File: config.mk
export PLATFORM = sky130hd
export DESIGN_NAME = cgti_queue
export DESIGN_NICKNAME = d
export VERILOG_FILES = /design/src/rtl/cgti_pkg.sv /design/src/rtl/cgti_queue.sv
export SDC_FILE = /design/constraint.sdc
export NUM_CORES = 1
export LEC_CHECK = 0
export BUFFER_PORTS_ARGS = -buffer_cell sky130_fd_sc_hd__buf_2
export CAP_MARGIN = 20
export CORE_UTILIZATION = 50
export DETAILED_ROUTE_END_ITERATION = 8
export PLACE_DENSITY_LB_ADDON = 0.08
export SYNTH_ARGS = -nofsm -noshare
export SYNTH_HDL_FRONTEND = slang
export SYNTH_SLANG_ARGS = --single-unit
File: constraint.sdc
create_clock -name clock -period 11.16 [get_ports clock]
set_input_delay 2.79 -clock clock [delete_from_list [all_inputs] [get_ports clock]]
set_output_delay 2.79 -clock clock [all_outputs]
set_load 0.01 [all_outputs]
File: src/rtl/cgti_pkg.sv
// Shared types, constants and tetrahedron tables for the cube grid indexer.
package cgti_pkg;

   localparam int MAX_CELLS = 1024;
   localparam int IDX_W = 31;
   localparam int CELL_W = 11;
   localparam int PROD_W = 21;
   localparam int BND_W = 16;
   localparam int CODE_W = 8;
   localparam int PACK_W = 64;
   localparam int CSR_IDX_W = 3;
   localparam logic [CODE_W-1:0] PERIODIC_CODE = 8'd6;
   localparam int NUM_TETS = 6;

   // Register indexes of the configuration port
   localparam logic [CSR_IDX_W-1:0] CSR_CELLS_X = 3'd0;
   localparam logic [CSR_IDX_W-1:0] CSR_CELLS_Y = 3'd1;
   localparam logic [CSR_IDX_W-1:0] CSR_CELLS_Z = 3'd2;
   localparam logic [CSR_IDX_W-1:0] CSR_BOUND_X = 3'd3;
   localparam logic [CSR_IDX_W-1:0] CSR_BOUND_Y = 3'd4;
   localparam logic [CSR_IDX_W-1:0] CSR_BOUND_Z = 3'd5;
   localparam logic [CSR_IDX_W-1:0] CSR_WIDE_PACK = 3'd6;

   // Corner offsets of each tetrahedron: bit 0 x, bit 1 y, bit 2 z
   localparam logic [2:0] TET_CORNER [NUM_TETS][4] = '{
      '{3'd0, 3'd1, 3'd2, 3'd6},
      '{3'd0, 3'd1, 3'd6, 3'd4},
      '{3'd1, 3'd6, 3'd4, 3'd5},
      '{3'd7, 3'd6, 3'd5, 3'd1},
      '{3'd7, 3'd6, 3'd1, 3'd3},
      '{3'd6, 3'd1, 3'd3, 3'd2}
   };

   // Corner left out by each face
   localparam logic [1:0] FACE_OMIT [4] = '{2'd3, 2'd2, 2'd0, 2'd1};

   typedef struct packed {
      logic             mode;
      logic [IDX_W-1:0] item_index;
   } req_type;

   typedef struct packed {
      logic [IDX_W-1:0]  corner_a;
      logic [IDX_W-1:0]  corner_b;
      logic [IDX_W-1:0]  corner_c;
      logic [IDX_W-1:0]  corner_d;
      logic [CODE_W-1:0] face_code_0;
      logic [CODE_W-1:0] face_code_1;
      logic [CODE_W-1:0] face_code_2;
      logic [CODE_W-1:0] face_code_3;
      logic [PACK_W-1:0] packed_codes;
      logic [IDX_W-1:0]  partner_vertex;
      logic              last_of_run;
   } rsp_type;

   // Effective configuration seen by the datapath
   typedef struct packed {
      logic [CELL_W-1:0] n_x;
      logic [CELL_W-1:0] n_y;
      logic [CELL_W-1:0] n_z;
      logic [CELL_W-1:0] p_x;
      logic [CELL_W-1:0] p_y;
      logic [BND_W-1:0]  bnd_x;
      logic [BND_W-1:0]  bnd_y;
      logic [BND_W-1:0]  bnd_z;
      logic              wide;
   } cfg_type;

   // One decoded item waiting for the back end
   typedef struct packed {
      logic              mode;
      logic [CELL_W-1:0] c_x;
      logic [CELL_W-1:0] c_y;
      logic [IDX_W-1:0]  c_z;
      logic [IDX_W-1:0]  base;
   } entry_type;

   function automatic logic [CELL_W-1:0] eff_cells(input logic [CELL_W-1:0] c);
      logic [CELL_W-1:0] r;
      r = c;
      if (c == '0) r = CELL_W'(1);
      else if (c > CELL_W'(MAX_CELLS)) r = CELL_W'(MAX_CELLS);
      return r;
   endfunction

   function automatic logic periodic(input logic [BND_W-1:0] b);
      return (b[7:0] == PERIODIC_CODE) && (b[15:8] == PERIODIC_CODE);
   endfunction

   // Face j of tetrahedron t: {lies in an axis plane, plane offset}
   function automatic logic [1:0] face_axis(input logic [2:0] t, input logic [1:0] j,
                                            input int a);
      logic seen;
      logic fst;
      logic same;
      logic bitv;
      seen = 1'b0;
      fst = 1'b0;
      same = 1'b1;
      for (int k = 0; k < 4; k++) begin
         if (2'(k) != FACE_OMIT[j]) begin
            bitv = TET_CORNER[t][k][a];
            if (!seen) begin
               fst = bitv;
               seen = 1'b1;
            end else if (bitv != fst) begin
               same = 1'b0;
            end
         end
      end
      return {same, fst};
   endfunction

endpackage

File: src/rtl/cgti_queue.sv
// Short queue of decoded items between the front and back ends.
module cgti_queue
   import cgti_pkg::*;
#(
   parameter int DEPTH = 16
) (
   input  logic      clock,
   input  logic      reset,
   input  logic      push,
   input  entry_type push_data,
   input  logic      pop,
   output entry_type head,
   output logic      empty
);

   localparam int PTR_W = (DEPTH > 1) ? $clog2(DEPTH) : 1;
   localparam int CNT_W = $clog2(DEPTH + 1);

   entry_type        mem_ff [DEPTH];
   logic [PTR_W-1:0] wr_ptr_ff;
   logic [PTR_W-1:0] rd_ptr_ff;
   logic [CNT_W-1:0] count_ff;

   function automatic logic [PTR_W-1:0] bump(input logic [PTR_W-1:0] p);
      return (p == PTR_W'(DEPTH - 1)) ? '0 : p + PTR_W'(1);
   endfunction

   // Advance pointers on each transfer
   always_ff @(posedge clock) begin
      if (reset) begin
         wr_ptr_ff <= '0;
         rd_ptr_ff <= '0;
         count_ff  <= '0;
      end else begin
         if (push) wr_ptr_ff <= bump(wr_ptr_ff);
         if (pop) rd_ptr_ff <= bump(rd_ptr_ff);
         count_ff <= count_ff + CNT_W'(push) - CNT_W'(pop);
      end
   end

   always_ff @(posedge clock) begin
      if (push) mem_ff[wr_ptr_ff] <= push_data;
   end

   assign head  = mem_ff[rd_ptr_ff];
   assign empty = (count_ff == '0);

endmodule

# [Yosys cells after proc, flatten, opt, wreduce, memory -nomap -nowiden]
# Memory sizes are Yosys's and may differ from the RTL's. A register that Yosys moved wholly into a read port is not among the register bits.
# Index checks and enable logic that the tools add are counted.
[word_totals] reg_bits=13 output_inout_bits=86 mem_bits_rw=1360 memories=1 wordCells=17 input_bits=89
[mem_list] name="mem_ff" depth=16 width=85 rd=1 rd_ports_with_merged_regs=1 write_ports=1 line_no="cgti_queue.sv:19" rtl="entry_type mem_ff [DEPTH];"
[classes] n_eq_ne=2 add_sub_neg=4 muxes=6 reduce_logical=1
[ops] cell="4-bit two-way mux" count=4
[ops] cell="4-bit by 1-bit adder with 4-bit output, second input constant" count=2
[ops] cell="4-bit equality test, second input constant" count=2
[ops] cell="5-bit by 1-bit adder with 5-bit output" count=1
[ops] cell="5-bit logical NOT" count=1
[ops] cell="5-bit by 1-bit subtractor with 5-bit output" count=1
[ops] cell="1-bit two-way mux" count=2

# [Logic depth before layout (Yosys ltp)]
[depth] word_depth=4 ltp_mapped=10 depth_no_buf=10

# [Worst setup path before layout]
# OpenSTA, ideal clock, no wires.
[synth_timing] path_kind="input -> register" from="in push" to="mem mem_ff[0][0] in the netlist's numbering, enable pin" setup_ns=0.453 setup_slack_ns=5.390 arrival_ns=5.318 path_stages=3 n_path_buf=1 t_required_ns=10.707 cell_sequence="clkbuf_1 > nor3b_1 > and2_1"
[synth_via] elab_chain_len=2
[synth_rtl] item="start: declaration" line_no="cgti_queue.sv:9" rtl="input logic push,"
[synth_rtl] item="1-bit two-way mux" line_no="cgti_queue.sv:42" rtl="if (push) mem_ff[wr_ptr_ff] <= push_data;"
[synth_rtl] item="1-bit two-way mux (not written as such)" line_no="cgti_queue.sv:42"
[synth_rtl] item="end: declaration" line_no="cgti_queue.sv:19"
# No other way between the ends.

==> impl_metrics.ini <==
[outcome]
outcome = completed

[cells_and_area]
nNetsFinal = 2521
fin_cells = 3908
drive_above_1_share = 0.3038
syn_to_final_growth_pct = 13.38

[route]
drt-pass1-iter-count = 5
wl_um = 118700
drc = 0
viasPerCell = 6.061
post_drt_wl_per_cell_um = 30.38
vias = 23688
drt-initial-drc-count = 2241
postRouteAntennaNets = 0

[yosys]
syn-cell-area_um2 = 51630
ys_seq_area_frac = 0.7975
synthTopCellsByArea = edfxtp_1 79%, mux4_2 15%, a22oi_1 2.5%
syn_nets = 2278
synth_top_family_by_area = multiplexers
syn_avg_cell_area_um2 = 23.72
synth-xor-area-share = 0.0006785
synth-simple-area-share = 0.01144
ys_types = 31
synthMuxAreaShare = 0.1491
synth-seq-cells = 1377
synthCells = 2177
yosysWarnings = 0
synth_fa_ha_area_frac = 0.003053
synth_top_area_cell = edfxtp_1
synth_top_area_frac = 0.7909
synth_compound_area_frac = 0.02578

[clock_tree]
ctsResizeCount = 0
clkTransAtPathRegs_ns = 0.06
clk_latency_ns = 0.73
cts_setup_buffers = 0
cts_tree = done
cts_max_level = 4
cts_num_sinks = 1377
clk_path_buf_depth = 3
ctsHoldBuffers = 0
cts_made_buffers = 143
cts_root_buffer = clkbuf_16

[sta]
skew_ns = 0.01791
setup_viol_count_final = 0
period_share = 0.6291
maxSlewViolCount = 0
setup_tns_ns = 0
grt_setup_unrepaired = false
hold_slack_ns = 0.5358
fmax_mhz = 142.4
slew-limit-headroom = 0.2806
worst_slew_pin_slew_ns = 1.079
period_needed_ns = 7.021
hold_violations = 0

[power]
p_seq_frac = 0.528
p_sw_frac = 0.2084
pwr_density_cell_nw_per_um2 = 187.0
peakVddDrop_uv = 122.8
power.leakage_nw = 18.28
finalPower_w = 0.01095
p_comb_frac = 0.054
p_int_w = 0.008665
switchingPower_w = 0.002282
pwr-share-clk = 0.419

[grt]
grt_max_degree = 149
grt_first_pass_wirelength_um = 172200
grt_pass1_vias = 25363
busiest_layer = met2
grt_use_total = 0.2335
globalRouteMet2Util = 0.3817
grt_overflow = 0
grt_antenna_before_repair = 16
grt_use_met1 = 0.3228
grtUsageMet3 = 0.04771

[setup_path]
critPathLaunchType = register
cp_data_required_time_ns = 8.37
critical_path_class = reg2out
cp_max_fo = 47
cp_data_arrival_time_ns = 4.23
endpoint_kind = primary output

[die]
dieWidth_um = 323.4
die_area_um2 = 104600
initial_core_util = 0.5060
core_um2 = 102000
fp.dieH_um = 323.4
ios = 175
rows = 117

[placed_design]
dp_hpwl_um = 57570
dp_cells = 3643
io_buffers = 174
gp_congestion = 0.7210

[worst_hold_path]
hold_path_class = reg2reg

[flow_run]
drv_cap = 0
stage by stage:
stage          worst slack [ns]  utilization  instance area, µm²
6_report                  4.139       0.5738               58540
5_1_grt                   3.752       0.5736               58520
4_1_cts                   3.957       0.5735               58520
3_5_place_dp              4.764       0.5294               54020
3_3_place_gp              4.789       0.5294               54020
2_1_floorplan             5.390            -               51630
placed cells by master (no fill, tap or decap), types with 3 or more instances in the layout:
| cell | netlist | final |
|---|---|---|
| clkbuf_16 | 0 | 146 |
| and2_4 | 0 | 17 |
| inv_1 | 10 | 10 |
| a22oi_1 | 170 | 170 |
| buf_2 | 13 | 174 |
| buf_12 | 0 | 3 |
| nand2_1 | 92 | 92 |
| buf_4 | 17 | 36 |
| dfxtp_1 | 17 | 15 |
| mux4_2 | 340 | 340 |
| clkbuf_1 | 55 | 35 |
| clkbuf_8 | 0 | 3 |
| clkinv_1 | 0 | 29 |
| clkinv_2 | 0 | 17 |
| inv_6 | 0 | 7 |
| xor2_1 | 3 | 3 |
| edfxtp_1 | 1360 | 1360 |
| a21oi_1 | 6 | 6 |
| nor2_1 | 10 | 9 |
| bufinv_16 | 0 | 10 |
| ha_1 | 11 | 11 |
| nor2b_1 | 5 | 3 |
| clkinv_8 | 0 | 3 |
| diode_2 | 0 | 9 |
| nand3_1 | 4 | 4 |
power by group through the flow:
stage,clock network [W],logic (W),registers (W)
2_1_floorplan,0,0.000389,0.00587
3_3_place_gp,0,0.000584,0.00588
3_5_place_dp,0,0.000600,0.00588
4_1_cts,0.00466,0.000601,0.00578
5_1_grt,0.00485,0.000643,0.00578
6_report,0.00458,0.000589,0.00577
cell usage after synthesis:
library cell  number
xnor2_1            1
ha_1              11
buf_4             17
o21ai_0            2
buf_6             12
dfxtp_1           17
a21o_1             1
o21bai_1           1
inv_1             10
edfxtp_1        1360
nor4b_1            1
and3_1             1
a21oi_1            6
nor3_1             1
nor3b_1            2
mux2i_1            2
nor2b_1            5
xor2_1             3
nand3_1            4
mux2_2             2
buf_2             13
mux4_2           340
nor2_1            10
fa_1               1
or3_1              1
nand2_1           92
and3b_1            1
a22oi_1          170
clkbuf_1          55
and2_1            17
buf_1             18
logic make-up after synthesis:
logic type               count (synthesis)
adder cells (fa/ha/maj)                 12
buffers and inverters                  125
AND/OR/NAND/NOR                        135
XOR/XNOR                                 4
AO/OA/AOI/OAI                          180
flip-flops                            1377
multiplexers                           344
layer usage:
layer	vias up	wire, µm
met2	716	59510
met5	-	100
met1	12951	49420
met4	16	2022
met3	160	7668
li1	9845	-
state kept, by name (all words and copies together), names as in the netlist, named ones only:
signal     count
mem_ff      1360
rd_ptr_ff      4
count_ff       5
wr_ptr_ff      4
worst max-delay path, stage by stage (launching register included):
cell and delay (ns):
dfxtp_4 1.01, buf_4 0.57, buf_4 0.67, mux4_2 0.59, a22oi_1 0.20, nand2_1 0.22, buf_2 0.20
path summary, 6_finish.rpt:
| check | slack [ns] | from | to | cells past startpoint |
|---|---|---|---|---|
| worst max-delay path | 4.14 | register | head[37] | 6 |
| worst min register to register | 0.54 | wr_ptr_ff[0] | wr_ptr_ff[3] | 2 |
| worst max register to register | 7.89 | wr_ptr_ff[2] | mem_ff[3][62] | 4 |
| worst min-delay path | 0.54 | wr_ptr_ff[0] | wr_ptr_ff[3] | 2 |
layout make-up:
cell class | instances | area, µm²
clock buffer | 184 | 3826
timing repair buffer | 213 | 1201
inverter | 10 | 37.54
clock inverter | 72 | 676.9
sequential | 1377 | 41190
antenna | 9 | 22.52
fill | 7478 | 43490
tap | 1368 | 1712
multi-input combinational | 675 | 9879
Power figures use the tool's default switching activity.
