===== config.mk =====
export PLATFORM = sky130hd
export DESIGN_NAME = cgti_back
export DESIGN_NICKNAME = d
export VERILOG_FILES = /design/src/rtl/cgti_pkg.sv /design/src/rtl/cgti_back.sv
export SDC_FILE = /design/constraint.sdc
export NUM_CORES = 1
export LEC_CHECK = 0
export ABC_CLOCK_PERIOD_IN_PS = 7900
export BUFFER_PORTS_ARGS = -buffer_cell sky130_fd_sc_hd__buf_2
export CAP_MARGIN = 5
export CORE_MARGIN = 1.5
export CORE_UTILIZATION = 30
export DETAILED_ROUTE_END_ITERATION = 10
export GPL_ROUTABILITY_DRIVEN = 0
export SYNTH_ARGS = -nofsm -noshare
export SYNTH_HDL_FRONTEND = slang
export SYNTH_SLANG_ARGS = --single-unit

===== constraint.sdc =====
create_clock -name clock -period 7.9 [get_ports clock]
set_clock_uncertainty 0.1 [all_clocks]
set_input_delay 1.58 -clock clock [delete_from_list [all_inputs] [get_ports clock]]
set_output_delay 1.58 -clock clock [all_outputs]
set_load 0.02 [all_outputs]

===== src/rtl/cgti_pkg.sv =====
// Shared types, constants and tetrahedron tables for the cube grid indexer.
package cgti_pkg;

   localparam int MAX_CELLS = 1024;
   localparam int IDX_W = 31;
   localparam int CELL_W = 11;
   localparam int PROD_W = 21;
   localparam int BND_W = 16;
   localparam int CODE_W = 8;
   localparam int PACK_W = 64;
   localparam int CSR_IDX_W = 3;
   localparam logic [CODE_W-1:0] PERIODIC_CODE = 8'd6;
   localparam int NUM_TETS = 6;

   // Register indexes of the configuration port
   localparam logic [CSR_IDX_W-1:0] CSR_CELLS_X = 3'd0;
   localparam logic [CSR_IDX_W-1:0] CSR_CELLS_Y = 3'd1;
   localparam logic [CSR_IDX_W-1:0] CSR_CELLS_Z = 3'd2;
   localparam logic [CSR_IDX_W-1:0] CSR_BOUND_X = 3'd3;
   localparam logic [CSR_IDX_W-1:0] CSR_BOUND_Y = 3'd4;
   localparam logic [CSR_IDX_W-1:0] CSR_BOUND_Z = 3'd5;
   localparam logic [CSR_IDX_W-1:0] CSR_WIDE_PACK = 3'd6;

   // Corner offsets of each tetrahedron: bit 0 x, bit 1 y, bit 2 z
   localparam logic [2:0] TET_CORNER [NUM_TETS][4] = '{
      '{3'd0, 3'd1, 3'd2, 3'd6},
      '{3'd0, 3'd1, 3'd6, 3'd4},
      '{3'd1, 3'd6, 3'd4, 3'd5},
      '{3'd7, 3'd6, 3'd5, 3'd1},
      '{3'd7, 3'd6, 3'd1, 3'd3},
      '{3'd6, 3'd1, 3'd3, 3'd2}
   };

   // Corner left out by each face
   localparam logic [1:0] FACE_OMIT [4] = '{2'd3, 2'd2, 2'd0, 2'd1};

   typedef struct packed {
      logic             mode;
      logic [IDX_W-1:0] item_index;
   } req_type;

   typedef struct packed {
      logic [IDX_W-1:0]  corner_a;
      logic [IDX_W-1:0]  corner_b;
      logic [IDX_W-1:0]  corner_c;
      logic [IDX_W-1:0]  corner_d;
      logic [CODE_W-1:0] face_code_0;
      logic [CODE_W-1:0] face_code_1;
      logic [CODE_W-1:0] face_code_2;
      logic [CODE_W-1:0] face_code_3;
      logic [PACK_W-1:0] packed_codes;
      logic [IDX_W-1:0]  partner_vertex;
      logic              last_of_run;
   } rsp_type;

   // Effective configuration seen by the datapath
   typedef struct packed {
      logic [CELL_W-1:0] n_x;
      logic [CELL_W-1:0] n_y;
      logic [CELL_W-1:0] n_z;
      logic [CELL_W-1:0] p_x;
      logic [CELL_W-1:0] p_y;
      logic [BND_W-1:0]  bnd_x;
      logic [BND_W-1:0]  bnd_y;
      logic [BND_W-1:0]  bnd_z;
      logic              wide;
   } cfg_type;

   // One decoded item waiting for the back end
   typedef struct packed {
      logic              mode;
      logic [CELL_W-1:0] c_x;
      logic [CELL_W-1:0] c_y;
      logic [IDX_W-1:0]  c_z;
      logic [IDX_W-1:0]  base;
   } entry_type;

   function automatic logic [CELL_W-1:0] eff_cells(input logic [CELL_W-1:0] c);
      logic [CELL_W-1:0] r;
      r = c;
      if (c == '0) r = CELL_W'(1);
      else if (c > CELL_W'(MAX_CELLS)) r = CELL_W'(MAX_CELLS);
      return r;
   endfunction

   function automatic logic periodic(input logic [BND_W-1:0] b);
      return (b[7:0] == PERIODIC_CODE) && (b[15:8] == PERIODIC_CODE);
   endfunction

   // Face j of tetrahedron t: {lies in an axis plane, plane offset}
   function automatic logic [1:0] face_axis(input logic [2:0] t, input logic [1:0] j,
                                            input int a);
      logic seen;
      logic fst;
      logic same;
      logic bitv;
      seen = 1'b0;
      fst = 1'b0;
      same = 1'b1;
      for (int k = 0; k < 4; k++) begin
         if (2'(k) != FACE_OMIT[j]) begin
            bitv = TET_CORNER[t][k][a];
            if (!seen) begin
               fst = bitv;
               seen = 1'b1;
            end else if (bitv != fst) begin
               same = 1'b0;
            end
         end
      end
      return {same, fst};
   endfunction

endpackage


===== src/rtl/cgti_back.sv =====
// Back end: walk the six tetrahedra of a cube, or emit the periodic partner.
module cgti_back
   import cgti_pkg::*;
(
   input  logic              clock,
   input  logic              reset,
   input  cfg_type           cfg,
   input  logic [PROD_W-1:0] p01,
   input  entry_type         head,
   input  logic              empty,
   output logic              pop,
   output logic              rsp_valid,
   output rsp_type           rsp
);

   logic      active_ff;
   logic [2:0] tet_ff;
   entry_type cur_ff;
   logic      last;

   assign last = cur_ff.mode || (tet_ff == 3'(NUM_TETS - 1));
   assign pop  = !empty && (!active_ff || last);

   // Load the next item as soon as the current one ends
   always_ff @(posedge clock) begin
      if (reset) begin
         active_ff <= 1'b0;
         tet_ff    <= '0;
      end else if (pop) begin
         active_ff <= 1'b1;
         tet_ff    <= '0;
      end else if (active_ff && last) begin
         active_ff <= 1'b0;
      end else if (active_ff) begin
         tet_ff <= tet_ff + 3'd1;
      end
   end

   always_ff @(posedge clock) begin
      if (pop) cur_ff <= head;
   end

   logic [IDX_W-1:0]  corner [4];
   logic [CODE_W-1:0] code [4];
   logic [PACK_W-1:0] packed_w;
   logic [IDX_W:0]    coord [3];
   logic [IDX_W:0]    limit [3];
   logic [BND_W-1:0]  bnd [3];
   logic [2:0]        off;
   logic [1:0]        fa;
   logic [IDX_W:0]    pos;
   rsp_type           rsp_in;

   // Form corners and face codes of the current tetrahedron
   always_comb begin
      coord[0] = (IDX_W + 1)'(cur_ff.c_x);
      coord[1] = (IDX_W + 1)'(cur_ff.c_y);
      coord[2] = (IDX_W + 1)'(cur_ff.c_z);
      limit[0] = (IDX_W + 1)'(cfg.n_x);
      limit[1] = (IDX_W + 1)'(cfg.n_y);
      limit[2] = (IDX_W + 1)'(cfg.n_z);
      bnd[0] = cfg.bnd_x;
      bnd[1] = cfg.bnd_y;
      bnd[2] = cfg.bnd_z;
      off = '0;
      fa = '0;
      pos = '0;
      for (int j = 0; j < 4; j++) begin
         off = TET_CORNER[tet_ff][j];
         corner[j] = cur_ff.base + (off[2] ? IDX_W'(p01) : '0)
                   + (off[1] ? IDX_W'(cfg.p_x) : '0) + IDX_W'(off[0]);
         code[j] = '0;
         for (int a = 0; a < 3; a++) begin
            fa = face_axis(tet_ff, 2'(j), a);
            if (fa[1]) begin
               pos = coord[a] + (IDX_W + 1)'(fa[0]);
               if (pos == '0) code[j] = bnd[a][7:0];
               else if (pos == limit[a]) code[j] = bnd[a][15:8];
               else code[j] = '0;
            end
         end
      end
      if (cfg.wide) begin
         packed_w = {8'd0, code[3], 8'd0, code[2], 8'd0, code[1], 8'd0, code[0]};
      end else begin
         packed_w = {32'd0, code[3], code[2], code[1], code[0]};
      end
      rsp_in = '0;
      rsp_in.last_of_run = last;
      if (cur_ff.mode) begin
         rsp_in.partner_vertex = cur_ff.base;
      end else begin
         rsp_in.corner_a = corner[0];
         rsp_in.corner_b = corner[1];
         rsp_in.corner_c = corner[2];
         rsp_in.corner_d = corner[3];
         rsp_in.face_code_0 = code[0];
         rsp_in.face_code_1 = code[1];
         rsp_in.face_code_2 = code[2];
         rsp_in.face_code_3 = code[3];
         rsp_in.packed_codes = packed_w;
      end
   end

   logic    rsp_valid_ff;
   rsp_type rsp_ff;

   // Register the result strobe and payload
   always_ff @(posedge clock) begin
      if (reset) begin
         rsp_valid_ff <= 1'b0;
      end else begin
         rsp_valid_ff <= active_ff;
      end
      rsp_ff <= rsp_in;
   end

   assign rsp_valid = rsp_valid_ff;
   assign rsp = rsp_ff;

endmodule


### Word level (Yosys, flattened, before mapping)

Memories as Yosys holds them, arrays and structs flattened.
Cells that the tools add are included.
W data, S select, Z words.

| operators by class | value |
|---|---|
| reduce and logical (&&, ||, !) cells | 17 |
| magnitude comparators | 1 |
| equal/unequal tests | 22 |
| add/subtract/negate cells | 19 |
| bitwise operators | 3 |
| multiplexer cells | 58 |

Operator list:

| kind | count |
|---|---|
| $logic_not A32 Y1 | 6 |
| $mux W8 | 24 |
| $add A31 B1 Y31 | 4 |
| $add A31 B11 Y31 | 4 |
| $add A31 B21 Y31 | 4 |
| $eq A32 B11 Y1 | 3 |
| $mux W21 | 4 |
| $add A31 B1 Y32 | 2 |
| $add A11 B1 Y12 | 4 |
| $mux W11 | 4 |
| $eq A12 B11 Y1 | 3 |
| $mux W12 | 2 |
| $mux W24 | 1 |
| $mux W1 | 23 |
| $ne A1 B1 Y1 | 15 |
| $reduce_or A2 Y1 | 3 |
| $ge A4 B4 Y1 const B | 1 |
| $not A3 Y4 | 1 |
| $add A3 B1 Y3 const B | 1 |
| $eq A3 B3 Y1 const B | 1 |
| $logic_and A1 B1 Y1 | 2 |
| $logic_not A1 Y1 | 2 |
| $logic_or A1 B1 Y1 | 2 |
| $not A1 Y1 | 2 |
| 2 further kinds | 2 |

| word-level totals | value |
|---|---|
| memory bits (read-only) | 96 |
| memories | 1 |
| register bits after elaboration | 342 |

Memories:

| memory | depth | bits a word | rd ports | clocked after Yosys merged registers in | write ports | line | source |
|---|---|---|---|---|---|---|---|
| (no name shown) | 8 | 12 | 1 | 0 | 0 | cgti_pkg.sv:102 | `bitv = TET_CORNER[t][k][a];` |

### Depth between registers and ports, before layout

| depth | value |
|---|---|
| depth after elaboration | 12 |
| depth in mapped cells | 20 |

### Worst setup path after synthesis

No wires, ideal clock.

| timing | value |
|---|---|
| path kind | input -> output |
| from | in empty |
| to | out pop |
| slack | 0.873 ns |
| arrival | 5.347 ns |
| path buffers | 0 |
| required time | 6.220 ns |
| cell stages on the path | 1 |
| cell sequence | nor2_1 |

| between the ends | value |
|---|---|
| longest elaborated chain between the ends | 2 |

RTL lines:

| what | line | source |
|---|---|---|
| start: declaration | cgti_back.sv:10 | `input logic empty,` |
| $logic_not A1 Y1 | cgti_back.sv:22 | `assign pop = !empty && (!active_ff \|\| last);` |
| $logic_and A1 B1 Y1 | cgti_back.sv:22 |  |
| end: declaration | cgti_back.sv:11 | `output logic pop,` |

Every way passes these cells.

### Worst setup path after layout

| timing | value |
|---|---|
| from | reg tet_ff[0] |
| to | reg rsp_ff (netlist bit rsp[250]) |

| between the ends | value |
|---|---|
| longest elaborated chain between the ends | 8 |
| elaborated cells between the ends (all ways) | 9 |

RTL lines:

| what | line | source |
|---|---|---|
| start: declaration | cgti_back.sv:17 | `logic [2:0] tet_ff;` |
| start signal: assignment | cgti_back.sv:35 | `tet_ff <= tet_ff + 3'd1;` |
| $not A3 Y4 (implied by the code) (*) | cgti_back.sv:69 | `off = TET_CORNER[tet_ff][j];` |
| $mem_v2 Z8 W12 (*) | - |  |
| $mux W12 (*) (2 in series) | - |  |
| $mux W21 | cgti_back.sv:70 | `corner[j] = cur_ff.base + (off[2] ? IDX_W'(p01) : '0)` |
| $add A31 B21 Y31 | cgti_back.sv:70 |  |
| $add A31 B11 Y31 | cgti_back.sv:71 | `+ (off[1] ? IDX_W'(cfg.p_x) : '0) + IDX_W'(off[0]);` |
| $add A31 B1 Y31 (*) | cgti_back.sv:71 |  |
| end signal: assignment | cgti_back.sv:115 | `rsp_ff <= rsp_in;` |
| end: declaration | cgti_back.sv:106 | `rsp_type rsp_ff;` |

Every way passes the cells marked *; elsewhere a longest branch is shown, timed or not. The select of a mux whose other input is x is not followed.
A chain may end at the register's enable or synchronous reset.

==> results list <==
- Footprint of the multi-input gates: 0.0114 mm^2
- Power density over the cells: 193 mW/mm^2
- Of the post-synthesis cell area, the dominant cell type holds 24.1%.
- Cells after synthesis: 2,064
- The synthesized design spends more area on one cell type than any other, namely dfxtp_1.
- Cell area after synthesis: 0.0193 mm^2
- Global route total overflow: 0
* Core ar.: 0.0633 mm^2
- The tightest min-delay check is of the reg2reg type.
- Area added between synthesis and finish: 21.5%
- Counting cells, the worst reg-to-reg path comes to 17.
* Antenna violations before repair: 4
- The clock reaches the later pin of the worst-skew pair after 0.57 ns.
- Once the clock tree was built, the setup fixing pass inserted 0 buffers.
* Fmax: 158 MHz
- In the synthesized netlist the async set-or-reset flop fraction comes to 0%.
- WL final: 62,600 um
- The worst setup path is captured at a flop.
- Post-synth EDFFs: 85
- Final setup violation count: 0
* Fill cell total of the finished layout: 6,393
- Routed length per placed instance: 18.8 um
- In this run the worst path has a maximum fanout of 38.
* 1st-pass router iterations: 6
- The number of clock buffers added by TritonCTS is 39.
- Yosys warning count: 0
* Syn Area/Cell: 9.36 um^2
- Once detail routing completed, the nets flagged for antenna violations numbered 0.
* Hold-critical path depth: 1
* Height of the die: 257 um
* Hold buffers post-CTS: 0
- Number of nets in the layout: 2,859
* Std cell rows: 92
- The tree built by TritonCTS fans out to 318 sinks.
* Cell at the root of the clock tree: clkbuf_16
- Clock-pin slew was measured on the worst setup and hold paths at 0.06 ns.
- For this run, design rule violations remaining after detail routing come to 0.
- Top-count cell post-synth: dfxtp_1
* Synth cell types: 85
- Horizontal extent of the die: 257 um
- In the routed layout, each cell is associated on average with a via count of 5.10.
* Maximum capacitance violations: 0
- In the final layout, the share of cells above drive strength 1 is 22.7%.
* Fin Setup TNS: 0 ns
- Port buffering added 439 buffers.
- Clock tree from TritonCTS: built
* Worst endpoint required time: 8.28 ns
- Detailed placement finished with a half-perimeter wire length of 48,900 um.
* Register bit count reported by yosys: 318
- Setup repair after global routing missed its margin: no
- Cells taking the most area after synthesis: dfxtp_1 24%, edfxtp_1 13%, ha_1 9.3%
* Post-cts gate resize count: 0
* Number of H-tree levels: 2
- Fin. max-slew vios: 0
- Across the VDD grid, the largest voltage drop is 152 uV.
- Final hold analysis gives a worst-case slack of 0.384 ns.
* Top-level port count: 467
* Wire length of the first global-routing pass: 95,500 um
* Worst Max-Slew Pin Slew: 1.23 ns
* Slew margin rel.: 16.0%
- For this run, the total global-route usage over all layers was measured as 18.3%.
- Data on the critical path arrives at its endpoint at 6.72 ns.
- The final hold violation count is 0.
- Outcome: finished clean
- The via count of the first global-routing pass was 16,500.
- The clock passes through at most 3 buffers.
- By count the netlist is led by 233 x dfxtp_1, 216 x nor2_1, 143 x ha_1.
* Maximum number of pins on one net before global-route repair: 148
- Number of DRC markers after the initial detailed-route iteration: 1,303
- LEAKAGE: 10.1 nW
- Critical Setup Path Class: reg2reg
- Full die area: 0.0659 mm^2
- For this block, the via count after detailed routing is 17,000.
* Sequential-to-total area share from yosys stat: 37.4%
- Time the worst path needs with I/O delays and setup: 6.34 ns
* Post-route fraction of the period consumed by the critical path: 80.3%
* Top FF cell, synth: dfxtp_1
- The worst setup path is launched from a flop.
- Starting density of the core: 30.5%
- Registers take 0.00722 mm^2.
## stage by stage
stage	instance area, um^2	cells	worst slack (ns)	utilization (%)	total power [mW]
3_5_place_dp	22200	3260	1.52	35.0	2.76
6_report	23500	3332	1.56	37.1	4.53
2_1_floorplan	19400	2079	0.873	-	2.46
4_1_cts	23500	3330	1.50	37.1	4.59
5_1_grt	23500	3332	1.01	37.1	4.75
3_3_place_gp	22200	3260	1.64	35.0	2.74
## where the power goes
part           leakage (nW)  internal [mW]  total (mW)  switching, mW
clock network         0.630           1.04        1.80          0.760
registers              2.74           1.79        1.88         0.0865
logic                  6.78          0.333       0.852          0.519
total                  10.1           3.17        4.53           1.37
## cell families (layout without fill, tap and decap cells)
group	count (synthesis)	count (layout)	synth area share (%)
compound gates	404	404	14.2
xor+xnor	141	141	6.39
fa+ha+maj	191	191	14.2
buf+inv	162	567	3.85
flops	318	318	37.4
mux	34	34	1.80
other cells	1	18	0.0194
simple gates	813	813	22.1
## critical path, stage by stage, from the launching register on
cell and delay, ns:
dfxtp_1 0.36, ha_1 0.21, inv_1 0.07, ha_2 0.73, clkinv_1 0.78, nand2_1 0.26
fa_1 0.44, inv_1 0.07, ha_1 0.19, a211oi_1 0.08, nor2_1 0.21, o41a_1 0.25
a22oi_1 0.20, a2111oi_0 1.08, nor2_1 0.18, o21ai_0 0.65, nand2_1 0.17, mux2i_1 0.21
## registers in the layout (all words and copies together) (netlist names)
register   count
rsp          228
rsp_valid      1
tet_ff         3
cur_ff        32
active_ff      1
coord         53
## routing by layer
| layer | global-route usage, % | part of all wire (%) | vias up |
|---|---|---|---|
| met2 | 29.8 | 46 | 712 |
| li1 | - | - | 8108 |
| met1 | 24.6 | 45 | 8077 |
| met4 | 5.49 | 2.5 | 0 |
| met3 | 3.42 | 6.7 | 99 |
| met5 | 0 | 0 | - |
## cell type report
cell class                      instances  share of cell area [%]
Multi-Input combinational cell       1599                    48.7
Sequential cell                       318                    30.7
Timing Repair Buffer                  449                    9.73
Clock buffer                           51                    4.75
Tap cell                              846                    4.51
Clock inverter                         19                   0.778
Inverter                               48                   0.768
Antenna cell                            2                  0.0213
## path summary, 6_finish.rpt
path / slack (ns) / to / startpoint
max: 1.56 / rsp[250] / tet_ff[0]
min: 0.38 / rsp_valid / active_ff
max reg2reg: 1.56 / rsp[250] / tet_ff[0]
min reg2reg: 0.38 / rsp_valid / active_ff
## cell usage in the layout, fill, tap and decap left out, types with 69 or more instances in the layout
master	count
buf_2	439
dfxtp_1	233
nor2_1	214
ha_1	142
and2_1	128
nand2_1	116
a21oi_1	92
xnor2_1	86
edfxtp_1	85
o21ai_0	69
(Power assumes the default switching activity.)
